[src/ikc_pkg.sv]
// ----------------------------------------------------------------------------
// ikc_pkg: shared types and constants for the index key comparator
// Beat kinds, type tags and the queue entry between front and back.
// ----------------------------------------------------------------------------
package ikc_pkg;

   typedef enum logic [1:0] {
      FUNC_HEADER  = 2'd0,
      FUNC_CHAR    = 2'd1,
      FUNC_KEY_HI  = 2'd2,
      FUNC_KEY_LO  = 2'd3
   } func_type;

   localparam logic [7:0] TAG_BOOL   = 8'd1;
   localparam logic [7:0] TAG_DOUBLE = 8'd2;
   localparam logic [7:0] TAG_STRING = 8'd3;

   localparam int unsigned ORDER_W = 17;
   localparam int unsigned CHAR_W  = 16;
   localparam int unsigned LEN_W   = 9;

   localparam logic [63:0] EXP_MASK = 64'h7FFF_FFFF_FFFF_FFFF;
   localparam logic [63:0] INF_BITS = 64'h7FF0_0000_0000_0000;

   // classified beat handed from front to back
   typedef enum logic [1:0] {
      OP_EMPTY  = 2'd0,   // answer immediately with the given value
      OP_START  = 2'd1,   // open frame, seed with a first result
      OP_CHAR   = 2'd2,   // char difference
      OP_KEY    = 2'd3    // key half compare (hi or lo)
   } op_type;

   typedef struct packed {
      op_type                     op;
      logic                       key_lo;   // key beat is the low half
      logic                       is_string;
      logic signed [ORDER_W-1:0]  value;    // first result / char diff
      logic signed [ORDER_W-1:0]  len_diff;
      logic signed [1:0]          key_cmp;  // -1, 0, +1
   } ikc_entry_type;

   function automatic logic signed [1:0] cmp_u64(input logic [63:0] a, input logic [63:0] b);
      cmp_u64 = (a < b) ? -2'sd1 : ((a > b) ? 2'sd1 : 2'sd0);
   endfunction

   function automatic logic [63:0] order_key(input logic [63:0] bits);
      order_key = bits[63] ? ~bits : (bits | 64'h8000_0000_0000_0000);
   endfunction

endpackage

[src/ikc_if.sv]
// ----------------------------------------------------------------------------
// ikc_req_if / ikc_rsp_if: valid/ready channels
// Request beats in, ordering results out.
// ----------------------------------------------------------------------------
interface ikc_req_if;
   logic        valid;
   logic        ready;
   logic [1:0]  func;
   logic        a_empty;
   logic        b_empty;
   logic [7:0]  a_type;
   logic [7:0]  b_type;
   logic [63:0] a_value;
   logic [63:0] b_value;
   logic [8:0]  a_len;
   logic [8:0]  b_len;
   logic [15:0] a_char;
   logic [15:0] b_char;
   modport source (output valid, func, a_empty, b_empty, a_type, b_type, a_value,
                   b_value, a_len, b_len, a_char, b_char, input ready);
   modport sink (input valid, func, a_empty, b_empty, a_type, b_type, a_value,
                 b_value, a_len, b_len, a_char, b_char, output ready);
endinterface

interface ikc_rsp_if;
   logic               valid;
   logic               ready;
   logic signed [16:0] order_value;
   modport source (output valid, order_value, input ready);
   modport sink (input valid, order_value, output ready);
endinterface

[src/ikc_front.sv]
// ----------------------------------------------------------------------------
// ikc_front: beat classifier
// Tracks the frame phase, drops ignored beats, and does the wide compares,
// pushing one compact entry per effective beat into the queue.
// ----------------------------------------------------------------------------
module ikc_front import ikc_pkg::*; (
   input  logic           clock,
   input  logic           reset,
   ikc_req_if.sink        req,
   output logic           push_valid,
   output ikc_entry_type  push_entry,
   input  logic           push_ready
);

   logic [1:0]  key_phase_ff, key_phase_in;
   logic        is_string_ff, is_string_in;
   logic        take;
   logic [63:0] ma, mb;
   logic signed [1:0] dbl_cmp, bool_cmp;

   assign req.ready = push_ready;
   assign take      = req.valid && push_ready;

   // typed header compares
   always_comb begin
      ma = req.a_value & EXP_MASK;
      mb = req.b_value & EXP_MASK;
      if (ma > INF_BITS || mb > INF_BITS || (ma == '0 && mb == '0))
         dbl_cmp = 2'sd0;
      else
         dbl_cmp = cmp_u64(order_key(req.a_value), order_key(req.b_value));
      bool_cmp = cmp_u64({32'd0, ~req.a_value[31], req.a_value[30:0]},
                         {32'd0, ~req.b_value[31], req.b_value[30:0]});
   end

   // classification
   always_comb begin
      push_valid   = 1'b0;
      push_entry   = '0;
      key_phase_in = key_phase_ff;
      is_string_in = is_string_ff;
      push_entry.key_cmp = cmp_u64(req.a_value, req.b_value);
      case (func_type'(req.func))
         FUNC_HEADER: begin
            push_valid = 1'b1;
            is_string_in = (req.a_type == TAG_STRING);
            if (req.a_empty || req.b_empty) begin
               push_entry.op = OP_EMPTY;
               key_phase_in  = 2'd0;
               if (!req.b_empty)      push_entry.value = -17'sd1;
               else if (!req.a_empty) push_entry.value = 17'sd1;
            end else begin
               push_entry.op = OP_START;
               key_phase_in  = 2'd1;
               if (req.a_type != req.b_type)
                  push_entry.value = $signed({9'd0, req.a_type}) - $signed({9'd0, req.b_type});
               else if (req.a_type == TAG_BOOL)
                  push_entry.value = ORDER_W'(bool_cmp);
               else if (req.a_type == TAG_DOUBLE)
                  push_entry.value = ORDER_W'(dbl_cmp);
               else if (req.a_type == TAG_STRING)
                  push_entry.len_diff = $signed({8'd0, req.a_len}) - $signed({8'd0, req.b_len});
            end
         end
         FUNC_CHAR: begin
            push_entry.op    = OP_CHAR;
            push_entry.value = $signed({1'b0, req.a_char}) - $signed({1'b0, req.b_char});
            push_valid = (key_phase_ff == 2'd1) && is_string_ff;
         end
         FUNC_KEY_HI: begin
            push_entry.op = OP_KEY;
            push_valid    = (key_phase_ff == 2'd1);
            if (key_phase_ff == 2'd1) key_phase_in = 2'd2;
         end
         FUNC_KEY_LO: begin
            push_entry.op     = OP_KEY;
            push_entry.key_lo = 1'b1;
            push_valid        = (key_phase_ff == 2'd2);
            if (key_phase_ff == 2'd2) key_phase_in = 2'd0;
         end
         default: ;
      endcase
      push_valid = push_valid && req.valid;
   end

   always_ff @(posedge clock) begin
      if (reset) begin
         key_phase_ff <= 2'd0;
         is_string_ff <= 1'b0;
      end else if (take) begin
         key_phase_ff <= key_phase_in;
         is_string_ff <= is_string_in;
      end
   end

endmodule

[src/ikc_queue.sv]
// ----------------------------------------------------------------------------
// ikc_queue: small FIFO between front and back
// Register-based; push and pop can happen together, but push_ready is low while full.
// ----------------------------------------------------------------------------
module ikc_queue import ikc_pkg::*; #(
   parameter int DEPTH = 4
) (
   input  logic           clock,
   input  logic           reset,
   input  logic           push_valid,
   input  ikc_entry_type  push_entry,
   output logic           push_ready,
   output logic           pop_valid,
   output ikc_entry_type  pop_entry,
   input  logic           pop_ready
);

   localparam int AW = (DEPTH > 1) ? $clog2(DEPTH) : 1;

   ikc_entry_type       mem_ff [DEPTH];
   logic [AW-1:0]       wr_ff, rd_ff;
   logic [AW:0]         cnt_ff;
   logic                push, pop;

   assign push_ready = (cnt_ff != (AW+1)'(DEPTH));
   assign pop_valid  = (cnt_ff != '0);
   assign pop_entry  = mem_ff[rd_ff];
   assign push       = push_valid && push_ready;
   assign pop        = pop_valid && pop_ready;

   always_ff @(posedge clock) begin
      if (push) mem_ff[wr_ff] <= push_entry;
   end

   // pointer and fill count
   always_ff @(posedge clock) begin
      if (reset) begin
         wr_ff  <= '0;
         rd_ff  <= '0;
         cnt_ff <= '0;
      end else begin
         if (push) wr_ff <= (wr_ff == AW'(DEPTH-1)) ? '0 : wr_ff + 1'b1;
         if (pop)  rd_ff <= (rd_ff == AW'(DEPTH-1)) ? '0 : rd_ff + 1'b1;
         cnt_ff <= cnt_ff + (AW+1)'(push) - (AW+1)'(pop);
      end
   end

endmodule

[src/ikc_back.sv]
// ----------------------------------------------------------------------------
// ikc_back: result accumulator
// Holds the first nonzero difference of the frame and emits it through an
// output register on the low key beat or on an empty-key header.
// ----------------------------------------------------------------------------
module ikc_back import ikc_pkg::*; (
   input  logic           clock,
   input  logic           reset,
   input  logic           pop_valid,
   input  ikc_entry_type  pop_entry,
   output logic           pop_ready,
   ikc_rsp_if.source      rsp
);

   logic                      decided_ff, decided_in;
   logic signed [ORDER_W-1:0] held_ff, held_in;
   logic signed [ORDER_W-1:0] len_ff, len_in;
   logic                      out_valid_ff;
   logic signed [ORDER_W-1:0] out_ff;
   logic                      emit;
   logic signed [ORDER_W-1:0] emit_val;
   logic                      take;

   assign pop_ready       = !out_valid_ff || rsp.ready;
   assign take            = pop_valid && pop_ready;
   assign rsp.valid       = out_valid_ff;
   assign rsp.order_value = out_ff;

   // hold the first nonzero difference
   always_comb begin
      decided_in = decided_ff;
      held_in    = held_ff;
      len_in     = len_ff;
      emit       = 1'b0;
      emit_val   = pop_entry.value;
      case (pop_entry.op)
         OP_EMPTY: emit = 1'b1;
         OP_START: begin
            decided_in = (pop_entry.value != '0);
            held_in    = pop_entry.value;
            len_in     = pop_entry.len_diff;
         end
         OP_CHAR: begin
            if (!decided_ff && pop_entry.value != '0) begin
               decided_in = 1'b1;
               held_in    = pop_entry.value;
            end
         end
         OP_KEY: begin
            if (!decided_ff && !pop_entry.key_lo && len_ff != '0) begin
               decided_in = 1'b1;
               held_in    = len_ff;
            end else if (!decided_ff && pop_entry.key_cmp != 2'sd0) begin
               decided_in = 1'b1;
               held_in    = ORDER_W'(pop_entry.key_cmp);
            end
            emit     = pop_entry.key_lo;
            emit_val = held_in;
         end
         default: ;
      endcase
   end

   always_ff @(posedge clock) begin
      if (reset) begin
         decided_ff   <= 1'b0;
         held_ff      <= '0;
         len_ff       <= '0;
         out_valid_ff <= 1'b0;
      end else begin
         if (take) begin
            decided_ff <= decided_in;
            held_ff    <= held_in;
            len_ff     <= len_in;
         end
         if (take && emit) out_valid_ff <= 1'b1;
         else if (rsp.ready) out_valid_ff <= 1'b0;
      end
   end

   always_ff @(posedge clock) begin
      if (take && emit) out_ff <= emit_val;
   end

endmodule

[src/index_key_compare_top.sv]
// ----------------------------------------------------------------------------
// index_key_compare_top: three-way comparator for serialized index keys
// Front classifies beats, a queue decouples, back accumulates the result.
//
//   channel | dir | handshake       | payload
//   req     | in  | valid / ready   | func, empties, types, values, lens, chars
//   rsp     | out | valid / ready   | order_value (17-bit signed)
//
// One beat per cycle while the queue is not full; a result goes through the queue and the back's output register.
// The wide 64-bit compares sit in the front, before the queue.
// Synchronous active-high reset empties the queue and closes any frame.
// A stalled rsp fills the queue; req.ready drops only when it is full.
// ----------------------------------------------------------------------------
module index_key_compare_top import ikc_pkg::*; #(
   parameter int QUEUE_DEPTH = 4
) (
   input  logic      clock,
   input  logic      reset,
   ikc_req_if.sink   req,
   ikc_rsp_if.source rsp
);

   logic          push_valid, push_ready, pop_valid, pop_ready;
   ikc_entry_type push_entry, pop_entry;

   ikc_front u_front (
      .clock, .reset, .req,
      .push_valid, .push_entry, .push_ready
   );

   ikc_queue #(.DEPTH(QUEUE_DEPTH)) u_queue (
      .clock, .reset,
      .push_valid, .push_entry, .push_ready,
      .pop_valid, .pop_entry, .pop_ready
   );

   ikc_back u_back (
      .clock, .reset,
      .pop_valid, .pop_entry, .pop_ready, .rsp
   );

endmodule

[src/flat_wrapper.sv]
// flat-port wrapper written by rule: the top's interface ports become plain ports
module index_key_compare_top_flat import ikc_pkg::*;
#(
   parameter int QUEUE_DEPTH = 4
)
  (clock, reset, req_valid, req_func, req_a_empty, req_b_empty, req_a_type, req_b_type, req_a_value, req_b_value, req_a_len, req_b_len, req_a_char, req_b_char, req_ready, rsp_valid, rsp_order_value, rsp_ready);
  ikc_req_if req_i ();
  ikc_rsp_if rsp_i ();
  input  logic clock;
  input  logic reset;
  input wire logic [$bits(req_i.valid)-1:0] req_valid;
  input wire logic [$bits(req_i.func)-1:0] req_func;
  input wire logic [$bits(req_i.a_empty)-1:0] req_a_empty;
  input wire logic [$bits(req_i.b_empty)-1:0] req_b_empty;
  input wire logic [$bits(req_i.a_type)-1:0] req_a_type;
  input wire logic [$bits(req_i.b_type)-1:0] req_b_type;
  input wire logic [$bits(req_i.a_value)-1:0] req_a_value;
  input wire logic [$bits(req_i.b_value)-1:0] req_b_value;
  input wire logic [$bits(req_i.a_len)-1:0] req_a_len;
  input wire logic [$bits(req_i.b_len)-1:0] req_b_len;
  input wire logic [$bits(req_i.a_char)-1:0] req_a_char;
  input wire logic [$bits(req_i.b_char)-1:0] req_b_char;
  output wire logic [$bits(req_i.ready)-1:0] req_ready;
  output wire logic [$bits(rsp_i.valid)-1:0] rsp_valid;
  output wire logic [$bits(rsp_i.order_value)-1:0] rsp_order_value;
  input wire logic [$bits(rsp_i.ready)-1:0] rsp_ready;
  assign req_i.valid = req_valid;
  assign req_i.func = req_func;
  assign req_i.a_empty = req_a_empty;
  assign req_i.b_empty = req_b_empty;
  assign req_i.a_type = req_a_type;
  assign req_i.b_type = req_b_type;
  assign req_i.a_value = req_a_value;
  assign req_i.b_value = req_b_value;
  assign req_i.a_len = req_a_len;
  assign req_i.b_len = req_b_len;
  assign req_i.a_char = req_a_char;
  assign req_i.b_char = req_b_char;
  assign req_ready = req_i.ready;
  assign rsp_valid = rsp_i.valid;
  assign rsp_order_value = rsp_i.order_value;
  assign rsp_i.ready = rsp_ready;
  index_key_compare_top #(.QUEUE_DEPTH(QUEUE_DEPTH)) u_core (.clock(clock), .reset(reset), .req(req_i), .rsp(rsp_i));
endmodule
[config.mk]
export PLATFORM = sky130hd
export DESIGN_NAME = index_key_compare_top_flat
export DESIGN_NICKNAME = d
export VERILOG_FILES = /design/src/ikc_pkg.sv /design/src/ikc_if.sv /design/src/ikc_front.sv /design/src/ikc_queue.sv /design/src/ikc_back.sv /design/src/index_key_compare_top.sv /design/src/flat_wrapper.sv
export SDC_FILE = /design/constraint.sdc
export NUM_CORES = 1
export LEC_CHECK = 0
export CAP_MARGIN = 20
export CORE_ASPECT_RATIO = 0.8
export CORE_MARGIN = 8
export CORE_UTILIZATION = 37
export DETAILED_ROUTE_END_ITERATION = 7
export DONT_BUFFER_PORTS = 1
export SYNTH_ARGS = -nofsm -noshare
export SYNTH_HDL_FRONTEND = slang
export SYNTH_SLANG_ARGS = --single-unit
[constraint.sdc]
create_clock -name clock -period 4.1 [get_ports clock]
set_clock_uncertainty 0.15 [all_clocks]
set_input_delay 0.615 -clock clock [delete_from_list [all_inputs] [get_ports clock]]
set_output_delay 0.615 -clock clock [all_outputs]
set_load 0.05 [all_outputs]
Word level (Yosys, flattened, before mapping)
Memories as Yosys holds them, arrays and structs flattened. A register that Yosys moved wholly into a read port is not among the register bits.
Index checks and enable logic that the tools add are counted.
{ "word_totals": {"regBits": 63, "ramBits": 156, "input_bits": 202, "output_inout_bits": 19, "word_cells": 131, "memories": 1} }
{ "memory_table": {"columns": ["name", "words", "word_bits", "read_ports", "rd_ports_with_merged_regs", "wr", "line_no", "text"], "rows": [
  ["u_core.u_queue.mem_ff", 4, 39, 1, 1, 1, "ikc_queue.sv:20", "ikc_entry_type mem_ff [DEPTH];"]
]} }
{ "classes": {"add_sub_neg": 7, "magnitude_cmp": 8, "n_eq_ne": 19, "n_mux": 47, "bitwise": 4, "reduce_logical": 35} }
{ "ops": {"columns": ["operator", "n"], "rows": [
  ["$mux 17", 15],
  ["$gt 64x64->1", 2],
  ["$logic_not 64->1", 2],
  ["$lt 64x64->1", 2],
  ["$mux 64", 2],
  ["$not 64->64", 2],
  ["$gt 63x63->1 const B", 2],
  ["$pmux 17 s3", 1],
  ["$pmux 17 s2", 1],
  ["$reduce_bool 17->1", 2],
  ["$gt 32x32->1", 1],
  ["$lt 32x32->1", 1],
  ["$mux 2", 10],
  ["$sub 16x16->17", 1],
  ["$eq 8x2->1 const B", 2],
  ["$eq 2x2->1 const B", 7],
  ["$mux 1", 13],
  ["$pmux 2 s3", 2],
  ["$logic_and 1x1->1", 11],
  ["$sub 9x9->10", 1],
  ["$reduce_bool 3->1", 3],
  ["$sub 8x8->9", 1],
  ["$eq 8x1->1 const B", 1],
  ["$ne 8x8->1", 1],
  ["18 further kinds", 34]
]} }

Depth between registers and ports, before layout
Gate-level depths: netlist (run 1).
{ "logic_depth": {"depth_word": 11, "ltp_mapped": 13, "ltp_nobuf": 13} }

By module
From an unflattened synthesis (run 1), not the netlist that was laid out.
{ "hier_totals": {"cells_unflattened": 1426, "area_unflattened_um2": 15412.3} }
{ "by_module_without_submodules": {"columns": ["mod", "instances", "cells_per_inst", "area_per_inst_um2"], "rows": [
  ["ikc_front", 1, 887, 6575.1],
  ["ikc_queue", 1, 258, 6243.5],
  ["ikc_back", 1, 281, 2593.7]
]} }

Worst setup path before layout (run 1)
No wires, ideal clock.
{ "synth_timing": {"path_type": "input to register", "from": "input port req_a_value[63]", "to": "memory u_core.u_queue.mem_ff[0][27] (netlist bit) (data pin)", "setup_ns": 0.305, "arrival_time_ns": 3.590, "required_time_ns": 3.645, "slack_ns": 0.055, "cell_stages": 12, "path_cell_list": "clkbuf_1 -> buf_1 -> xor2_1 -> ha_1 -> nand4_1 -> or4_1 -> o211ai_1 -> a21oi_1 -> o21ai_0 -> o211ai_1 -> o211ai_1 -> o21ai_0"} }
{ "synth_lines": {"columns": ["element", "line_no", "text"], "rows": [
  ["from (decl)", "flat_wrapper.sv:17", "input wire logic [$bits(req_i.a_value)-1:0] req_a_value;"],
  ["to (decl)", "ikc_queue.sv:20", null]
]} }

==> results of run 1 <==
-- flip-flops by register name, indices dropped and copies added, names as in the netlist, named ones only --
signal / count
u_core.u_queue.wr_ff: 2
u_core.u_back.decided_ff: 1
u_core.u_queue.cnt_ff: 3
u_core.u_queue.mem_ff: 128
u_core.u_back.held_ff: 17
u_core.u_queue.rd_ff: 2
u_core.u_front.key_phase_ff: 2
u_core.u_back.rsp.order_value: 17
u_core.u_back.rsp.valid: 1
u_core.u_front.is_string_ff: 1
u_core.u_back.len_ff: 10
-- cell type report --
cell class | instances | share of cell area [%]
Inverter | 122 | 3.12
Clock buffer | 21 | 3.00
Tap cell | 480 | 4.09
Sequential cell | 186 | 35.2
Multi-Input combinational cell | 963 | 52.5
Clock inverter | 11 | 0.997
Timing Repair Buffer | 19 | 1.06
-- power by group through the flow --
| stage | clock network (mW) | registers [mW] | logic [mW] |
|---|---|---|---|
| floorplan | 0 | 2.65 | 1.83 |
| global placement | 0 | 2.68 | 2.28 |
| finish | 1.65 | 2.64 | 2.31 |
| CTS | 1.68 | 2.65 | 2.33 |
| detailed placement | 0 | 2.68 | 2.31 |
| global route | 1.75 | 2.66 | 2.61 |
-- layout by cell type (no fill, tap or decap), types with 6 or more instances in the layout --
| cell | instances |
|---|---|
| o21ai_0 | 53 |
| buf_4 | 18 |
| and2_1 | 12 |
| nor3_1 | 12 |
| nor2_1 | 70 |
| edfxtp_1 | 145 |
| a21oi_1 | 98 |
| xnor2_1 | 78 |
| ha_1 | 174 |
| nand4_1 | 34 |
| nor4_1 | 44 |
| nor2b_1 | 18 |
| mux2i_1 | 19 |
| xor2_1 | 72 |
| or4_1 | 7 |
| dfxtp_1 | 40 |
| clkbuf_16 | 17 |
| inv_1 | 122 |
| and3_1 | 8 |
| nand2_1 | 91 |
| mux2_2 | 10 |
| nand2b_1 | 13 |
| nand3_1 | 20 |
| mux4_2 | 32 |
| o31ai_1 | 6 |
| a21o_1 | 27 |
| a211oi_1 | 9 |
-- layer usage --
layer | wire (µm) | part of all wire (%) | global-route usage (%) | vias up
li1 | - | - | - | 4783
met1 | 17200 | 48 | 22.9 | 4605
met2 | 15100 | 42 | 24.2 | 273
met3 | 2860 | 8.1 | 5.52 | 31
met4 | 369 | 1.0 | 2.60 | 2
met5 | 13 | 0.037 | 0 | -
-- final timing paths --
path,start,endpoint,cells past startpoint
setup / recovery,flip-flop,u_core.u_back.held_ff[13],9
hold / removal,reset,u_core.u_back.rsp.valid,1
setup reg to reg,flip-flop,u_core.u_back.held_ff[13],9
hold reg to reg,u_core.u_front.is_string_ff,u_core.u_front.is_string_ff,2
-- through the flow --
step / worst slack, ns / power, mW / instance area, µm² / utilization [%]
after CTS: 0.746 / 6.65 / 14700 / 40.9
after global routing: 0.466 / 7.02 / 14700 / 40.9
after global placement: 0.433 / 4.95 / 14100 / 39.3
after floorplan: 0.0552 / 4.47 / 13500 / -
final: 0.771 / 6.60 / 14700 / 40.9
after detailed placement: 0.371 / 5.00 / 14100 / 39.3
-- cells by family (layout without fill, tap and decap cells) --
logic type,after synthesis,in the layout,synth area share [%]
adder cells (fa/ha/maj),178,178,16.7
AO/OA/AOI/OAI,233,233,10.3
flip-flops,186,186,38.3
multiplexers,61,61,7.57
AND/OR/NAND/NOR,341,341,12.8
buffers and inverters,161,173,4.72
XOR/XNOR,150,150,9.72
-- worst reg2reg max path: cells and delay by family, from the launching register on --
family / cells / cell delay, ns
simple gates: 5 / 1.32
mux: 2 / 0.97
flops: 1 / 0.33
buf+inv: 1 / 0.36
compound gates: 1 / 0.10
==> results.py, run 1 <==
metrics = {
    "cts": {
        "numCtsBuffers": 17,
        "cts_resized": 0,
        "cts_hold_buffers": 0,
        "clkLatencyLatePin_ns": 0.42,
        "clk_pin_slew_ns": 0.07,
        "root_buffer": "clkbuf_16",
        "htreeDepth": 4,
        "clockBufferDepth": 2,
        "cts_tree": "yes",
        "cts_setup_buffers": 0,
        "cts.sinks": 186,
    },
    "detailed_routing": {
        "ant_nets": 0,
        "wl_per_cell_um": 19.7,
        "first_iter_violations": 453,
        "vias_per_cell": 5.38,
        "firstDrtPassIters": 5,
        "drt-total-wl_um": 35500,
        "vias": 9694,
        "drc_errors": 0,
    },
    "floorplan": {
        "ios": 221,
        "fp.dieArea_um2": 42900,
        "die_x_um": 230,
        "initial_core_util_pct": 37.6,
        "rows": 62,
        "core_um2": 35900,
        "die_y_um": 187,
    },
    "logic_synthesis": {
        "synth.cell_area_um2": 13500,
        "synth_warnings": 0,
        "async_flop_share_pct": 0,
        "syn_nets": 1690,
        "yosysMostFrequentCell": "ha_1",
        "synth_area_leaders": "edfxtp_1 (32%), ha_1 (16%), dfxtp_1 (6.1%)",
        "yosysTopAreaCell": "edfxtp_1",
        "synthDistinctLibCells": 53,
        "synthCells": 1310,
        "ys_top_cells_by_count": "ha_1 (174), edfxtp_1 (145), inv_1 (122)",
        "syn_avg_cell_area_um2": 10.3,
        "synth_seq_cells": 186,
        "synth_edf_count": 145,
        "yosysSeqAreaShare_pct": 38.3,
        "synthFlopType": "edfxtp_1",
        "synth_top_area_share_pct": 32.2,
    },
    "pwr": {
        "clkPwrFrac_pct": 25.0,
        "power_leakage_nw": 5.95,
        "seqPwrFrac_pct": 40.0,
        "comb_power_share_pct": 35.0,
        "vdd.ir_drop.worst_v": 0.000321,
        "power_density_nw_per_um2": 449,
        "switching_power_mw": 2.32,
        "netSwitchingFraction_pct": 35.2,
        "p_int_mw": 4.27,
    },
    "global_routing": {
        "track_usage_pct": 16.2,
        "grt_max_degree": 66,
        "grt_pass1_vias": 9955,
        "grt-ovfl-total": 0,
        "grt_pass1_wl_um": 56100,
        "antenna_found_initial": 2,
    },
    "sta": {
        "hold_ws_ns": 0.102,
        "fin_crit_sh_pct": 81.2,
        "fin_crit_ns": 3.33,
        "setup_violations": 0,
        "rsz0062_at_grt": "no",
        "fmax_mhz": 300,
        "worstMarginPinSlew_ns": 1.05,
        "max_slew_margin_pct": 29.5,
        "finalSetupTns_ns": 0,
        "maxSlewViolCount": 0,
        "final_hold_viol_count": 0,
    },
    "worst_setup_path": {
        "worst_path_max_delay_cell": "mux4_2",
        "crit_type": "flip-flop to flip-flop",
        "end_kind": "flip-flop",
        "cp.arrival_ns": 3.50,
        "r2r_slack_ns": 0.77,
        "worstPathMaxFanout": 19,
        "critPathMaxStageDelay_ns": 0.65,
        "worst-path-buf-inv": 1,
        "cp-start-kind": "flip-flop",
        "critPathRequiredTime_ns": 4.27,
        "path_cells": "buf_4 -> mux4_2 -> nor4_1 -> nand4_1 -> nor4_2 -> o21ai_1 -> and2_1 -> mux2i_1 -> nor2_1",
        "cpLargestDelayFamily": "simple AND/OR/NAND/NOR gates",
    },
    "final_layout": {
        "final.fill_count": 3445,
        "seqCellArea_um2": 5180,
        "drive_gt1_share_pct": 7.03,
        "instances_no_fill": 1802,
        "num_antenna_cells": 0,
        "multi_input_area_um2": 7710,
        "nets": 1689,
        "syn_to_final_growth_pct": 8.65,
    },
    "placed_design": {
        "globalplace.congestion": 0.860,
        "port_buffers": 0,
        "dp_hpwl_um": 28500,
        "post-place-cells": 1770,
    },
    "run_status": {
        "status": "completed",
    },
    "flow_run": {
        "drv_cap": 0,
    },
    "min_path": {
        "holdCritPathClass": "input pin to flip-flop",
    },
}
Note: power is estimated with default switching activity, not from simulation.
==> inputs of run 2 (changes only) <==
==> constraint.sdc (replaced) <==
create_clock -name clock -period 2.9 [get_ports clock]
set_clock_uncertainty 0.15 [all_clocks]
set_input_delay 0.435 -clock clock [delete_from_list [all_inputs] [get_ports clock]]
set_output_delay 0.435 -clock clock [all_outputs]
set_load 0.05 [all_outputs]
==> results.py, run 2 (same netlist as run 1, synthesis figures left out) <==
metrics = {
    "worst_setup_path": {
        "cp.arrival_ns": 3.01,
        "crit_top_cell": "o211ai_1",
        "r2r_slack_ns": 0.18,
        "cp-start-kind": "input pin",
        "r2r_end": "u_core.u_back.rsp.order_value[16]",
        "critPathRequiredTime_ns": 2.87,
        "worstPathMaxFanout": 65,
        "crit_type": "input pin to flip-flop",
        "critPathMaxStageDelay_ns": 0.56,
        "end_kind": "flip-flop",
        "path_cells": "xor2_1 -> ha_1 -> nand4_1 -> or4_4 -> o211ai_1 -> a21oi_2 -> o21ai_2 -> o211ai_1 -> buf_4 -> o211ai_1 -> buf_4 -> o31ai_2",
        "worst_path_max_delay_cell": "or4_4",
        "ff2ff_path_depth": 6,
    },
    "cts": {
        "root_buffer": "clkbuf_16",
        "htreeDepth": 4,
        "clockBufferDepth": 2,
        "cts_tree": "yes",
        "clk_pin_slew_ns": 0.07,
        "clkLatencyLatePin_ns": 0.43,
        "cts.sinks": 186,
        "numCtsBuffers": 17,
    },
    "min_path": {
        "min_to": "u_core.u_front.key_phase_ff[0]",
        "hold_depth": 2,
        "worstHoldStart": "req_func[1]",
        "holdCritPathClass": "input pin to flip-flop",
    },
    "final_layout": {
        "layout_common_cells": "ha_1 (173), edfxtp_1 (145), inv_1 (121), a21oi_1 (95), nand2_1 (90)",
        "largest_register_ffs": 128,
        "final.fill_count": 3406,
        "final_util_pct": 43.1,
        "nets": 1762,
        "drive_gt1_share_pct": 14.6,
        "regMostFlops": "u_core.u_queue.mem_ff",
        "num_antenna_cells": 0,
        "final_common_cell": "ha_1",
        "instances_no_fill": 1875,
        "syn_to_final_growth_pct": 14.6,
    },
    "floorplan": {
        "die_x_um": 230,
        "core_um2": 35900,
        "die_y_um": 187,
        "fp.dieArea_um2": 42900,
        "rows": 62,
        "ios": 221,
        "initial_core_util_pct": 37.6,
    },
    "sta": {
        "fmax_mhz": 329,
        "final_hold_viol_count": 0,
        "setup_violations": 36,
        "fin_crit_ns": 3.04,
        "worstMarginPinSlew_ns": 0.918,
        "maxSlewViolCount": 0,
        "fin_crit_sh_pct": 105,
        "max_slew_margin_pct": 38.6,
        "rsz0062_at_grt": "yes",
        "layout_setup_ws_ns": -0.138,
    },
    "run_status": {
        "status": "complete, but fails checks",
        "violations": "setup timing",
    },
    "global_routing": {
        "grt_max_degree": 66,
        "grt_pass1_wl_um": 56200,
        "track_usage_pct": 16.2,
        "use_met2_pct": 24.3,
        "grt-ovfl-total": 0,
        "grt_use_met3_pct": 4.32,
        "antenna_found_initial": 1,
        "grt_pass1_vias": 9869,
        "grt_use_met1_pct": 23.2,
        "grt_most_used_layer": "met2",
    },
    "placed_design": {
        "globalplace.congestion": 0.874,
        "post-place-cells": 1832,
        "place_ws_ns": -0.610,
        "dp_hpwl_um": 28600,
        "port_buffers": 0,
    },
    "detailed_routing": {
        "firstDrtPassIters": 5,
        "wl_per_cell_um": 19.1,
        "vias": 10000,
        "drt-total-wl_um": 35900,
        "drc_errors": 0,
        "ant_nets": 0,
        "first_iter_violations": 617,
        "vias_per_cell": 5.33,
    },
    "pwr": {
        "p_int_mw": 6.14,
        "clkPwrFrac_pct": 23.0,
        "netSwitchingFraction_pct": 36.1,
        "switching_power_mw": 3.47,
        "comb_power_share_pct": 38.2,
        "power_leakage_nw": 6.34,
        "seqPwrFrac_pct": 38.8,
        "vdd.ir_drop.worst_v": 0.000431,
        "power_density_nw_per_um2": 620,
    },
    "flow_run": {
        "drv_cap": 0,
    },
}
-- run 2: cell types whose count changed in the layout (fill, tap and decap cells not counted), sizes merged --
cell / change
buf: +73
clkinvlp: +5
clkbuf: -4
inv: +3
bufinv: -2
clkinv: -2
-- run 2: area by class of cell --
cell class                      instances  area [µm²]  share of cell area, %
Timing Repair Buffer                   92         753                   4.86
Clock inverter                         15         140                  0.904
Clock buffer                           17         425                   2.75
Tap cell                              480         601                   3.88
Multi-Input combinational cell        963        7930                   51.2
Inverter                              122         462                   2.98
Sequential cell                       186        5180                   33.4
-- run 2: what timing repair did --
item	CTS	global route
hold buffers	1	0
setup endpoints to repair	64	103
gates resized for setup	20	21
pin swaps	8	8
gates cloned	1	0
endpoints found under the hold margin	41	0
setup buffers	3	7
-- run 2: metrics by stage --
stage	instance area, µm²	TNS, ns	total power, mW	hold WS [ns]
5_1_grt	15500	-8.10	10.2	0.0411
3_3_place_gp	14600	-35.46	7.24	0.292
6_report	15500	-4.18	9.60	0.0574
3_5_place_dp	14600	-37.58	7.31	0.294
2_1_floorplan	13700	-22.37	6.37	0.287
4_1_cts	15300	-1.57	9.57	0.0383
-- run 2: worst max path at each step --
stage                          from                           end
global route        req_a_value[63]  u_core.u_queue.mem_ff[0][31]
floorplan           req_a_value[63]  u_core.u_queue.mem_ff[0][27]
detailed placement  req_a_value[63]  u_core.u_queue.mem_ff[0][25]
CTS                 req_a_value[63]  u_core.u_queue.mem_ff[1][33]
global placement    req_b_value[14]  u_core.u_queue.mem_ff[0][26]
finish              req_a_value[63]  u_core.u_queue.mem_ff[3][35]
-- run 2: power groups by stage --
| stage | Clock, mW | Combinational [mW] | Sequential (mW) |
|---|---|---|---|
| floorplan | 0 | 2.63 | 3.74 |
| global placement | 0 | 3.46 | 3.78 |
| detailed placement | 0 | 3.52 | 3.79 |
| CTS | 2.25 | 3.59 | 3.73 |
| global route | 2.35 | 4.07 | 3.76 |
| finish | 2.21 | 3.67 | 3.73 |
-- run 2: critical path, delay by kind of cell --
family | cells | cell delay [ns]
AO/OA/AOI/OAI | 6 | 0.94
XOR/XNOR | 1 | 0.16
adder cells (fa/ha/maj) | 1 | 0.30
buffers and inverters | 2 | 0.38
AND/OR/NAND/NOR | 2 | 0.74
-- run 2: metal layers --
layer | up-vias | share of wire [%]
met1 | 4763 | 48
met5 | - | 0
met4 | 0 | 1.0
met2 | 293 | 44
li1 | 4915 | -
met3 | 30 | 7.6
==> inputs of run 3 (changes only) <==
==> constraint.sdc (replaced) <==
create_clock -name clock -period 2.6 [get_ports clock]
set_clock_uncertainty 0.15 [all_clocks]
set_input_delay 0.39 -clock clock [delete_from_list [all_inputs] [get_ports clock]]
set_output_delay 0.39 -clock clock [all_outputs]
set_load 0.05 [all_outputs]
==> results.py, run 3 (same netlist as run 1, synthesis figures left out) <==
metrics = {
    "final_layout": {
        "regMostFlops": "u_core.u_queue.mem_ff",
        "syn_to_final_growth_pct": 22.9,
        "final_util_pct": 46.3,
        "final_area_um2": 16600,
        "largest_register_ffs": 128,
        "nets": 1841,
        "drive_gt1_share_pct": 22.8,
        "final.fill_count": 3364,
        "layout_common_cells": "ha_1 (161), buf_4 (151), edfxtp_1 (145), inv_1 (109)",
        "final_common_cell": "ha_1",
        "num_antenna_cells": 0,
    },
    "sta": {
        "max_slew_margin_pct": 52.5,
        "final_hold_viol_count": 0,
        "finalSetupTns_ns": -10.46,
        "rsz0062_at_grt": "yes",
        "maxSlewViolCount": 0,
        "fin_crit_sh_pct": 107,
        "hold_ws_ns": 0.0419,
        "setup_violations": 81,
        "layout_setup_ws_ns": -0.194,
        "worstMarginPinSlew_ns": 0.707,
        "fin_crit_ns": 2.79,
        "fmax_mhz": 358,
    },
    "detailed_routing": {
        "vias": 10400,
        "firstDrtPassIters": 6,
        "first_iter_violations": 617,
        "drc_errors": 0,
        "wl_per_cell_um": 19.0,
        "ant_nets": 0,
        "drt-total-wl_um": 37200,
        "vias_per_cell": 5.31,
    },
    "pwr": {
        "netSwitchingFraction_pct": 35.6,
        "switching_power_mw": 4.12,
        "p_int_mw": 7.45,
        "power_density_nw_per_um2": 697,
        "seqPwrFrac_pct": 35.8,
        "comb_power_share_pct": 42.5,
        "vdd.ir_drop.worst_v": 0.000555,
        "power_leakage_nw": 6.82,
        "clkPwrFrac_pct": 21.6,
    },
    "global_routing": {
        "antenna_found_initial": 2,
        "track_usage_pct": 16.8,
        "grt_max_degree": 66,
        "grt_pass1_vias": 10600,
        "grt-ovfl-total": 0,
        "grt_pass1_wl_um": 58500,
    },
    "worst_setup_path": {
        "startpoint": "req_a_value[63]",
        "worstPathMaxFanout": 65,
        "r2r_slack_ns": -0.07,
        "cp.arrival_ns": 2.82,
        "critPathRequiredTime_ns": 2.63,
        "crit_type": "input pin to flip-flop",
        "end_kind": "flip-flop",
        "cp-start-kind": "input pin",
    },
    "floorplan": {
        "fp.dieArea_um2": 42900,
        "core_um2": 35900,
        "die_y_um": 187,
        "ios": 221,
        "initial_core_util_pct": 37.6,
        "rows": 62,
        "die_x_um": 230,
    },
    "placed_design": {
        "globalplace.congestion": 0.865,
        "dp_hpwl_um": 29200,
        "port_buffers": 0,
        "post_dp_cell_area_um2": 15200,
    },
    "run_status": {
        "status": "complete, but fails checks",
        "violations": "setup timing",
    },
    "cts": {
        "clkLatencyLatePin_ns": 0.43,
        "cts_tree": "yes",
        "cts.sinks": 186,
        "clockBufferDepth": 2,
        "numCtsBuffers": 17,
        "clk_pin_slew_ns": 0.07,
        "htreeDepth": 4,
        "root_buffer": "clkbuf_16",
    },
    "min_path": {
        "worstHoldStart": "req_func[0]",
        "holdCritPathClass": "input pin to flip-flop",
    },
    "flow_run": {
        "drv_cap": 0,
    },
}
-- run 3: cell count changes in the layout (fill, tap and decap cells not counted), sizes merged --
cell,before,now
clkinv,3,5
inv,126,127
buf,92,169
dlygate4sd3,0,2
clkinvlp,7,4
-- run 3: path summary, 6_finish.rpt --
kind,to,cells after the start
worst min register to register,u_core.u_front.is_string_ff,2
worst max-delay path,u_core.u_queue.mem_ff[1][35],12
worst max register to register,u_core.u_back.held_ff[1],10
worst min-delay path,u_core.u_front.key_phase_ff[1],3
-- run 3: per-stage QoR --
step           setup slack [ns]  std cells  total power [mW]
3_3_place_gp             -0.680       1895              8.51
4_1_cts                  -0.171       1945              11.4
2_1_floorplan            -0.733       1310              7.22
3_5_place_dp             -0.788       1895              8.60
6_report                 -0.194       1954              11.6
5_1_grt                  -0.296       1954              12.3
-- run 3: timing repair --
item,CTS,global route
setup buffers,14,9
gates cloned,2,1
setup endpoints to repair,94,114
gates resized for setup,87,34
endpoints found under the hold margin,41,0
hold buffers,3,0
pin swaps,42,21
-- run 3: cell type report --
cell class / count / area [µm²] / area share (%)
clock buffers: 17 / 425 / 2.56
inverters: 122 / 469 / 2.82
flip-flops and latches: 186 / 5180 / 31.2
clock inverters: 15 / 141 / 0.851
multi-input cells: 963 / 8340 / 50.2
well taps: 480 / 601 / 3.61
repair buffers: 171 / 1470 / 8.82
-- run 3: critical path, stage by stage --
cell,delay [ns]
xor2_1,0.17
ha_1,0.32
nand4_1,0.16
or4_4,0.45
o211ai_1,0.25
a21oi_2,0.12
o21ai_1,0.14
o211ai_1,0.15
o211ai_1,0.23
buf_4,0.19
buf_8,0.14
o31ai_4,0.08
-- run 3: routing by layer --
| layer | wire length [µm] | vias up | global-route usage [%] |
|---|---|---|---|
| li1 | - | 5094 | - |
| met1 | 17300 | 4953 | 23.0 |
| met2 | 16300 | 289 | 25.7 |
| met3 | 2900 | 44 | 5.17 |
| met4 | 624 | 4 | 3.80 |
| met5 | 27 | - | 0 |
-- run 3: power groups by stage --
| stage | sequential (mW) | combinational [mW] | clock (mW) |
|---|---|---|---|
| 5_1_grt | 4.18 | 5.42 | 2.66 |
| 3_3_place_gp | 4.21 | 4.31 | 0 |
| 4_1_cts | 4.15 | 4.71 | 2.55 |
| 6_report | 4.15 | 4.92 | 2.50 |
| 3_5_place_dp | 4.21 | 4.39 | 0 |
| 2_1_floorplan | 4.17 | 3.05 | 0 |
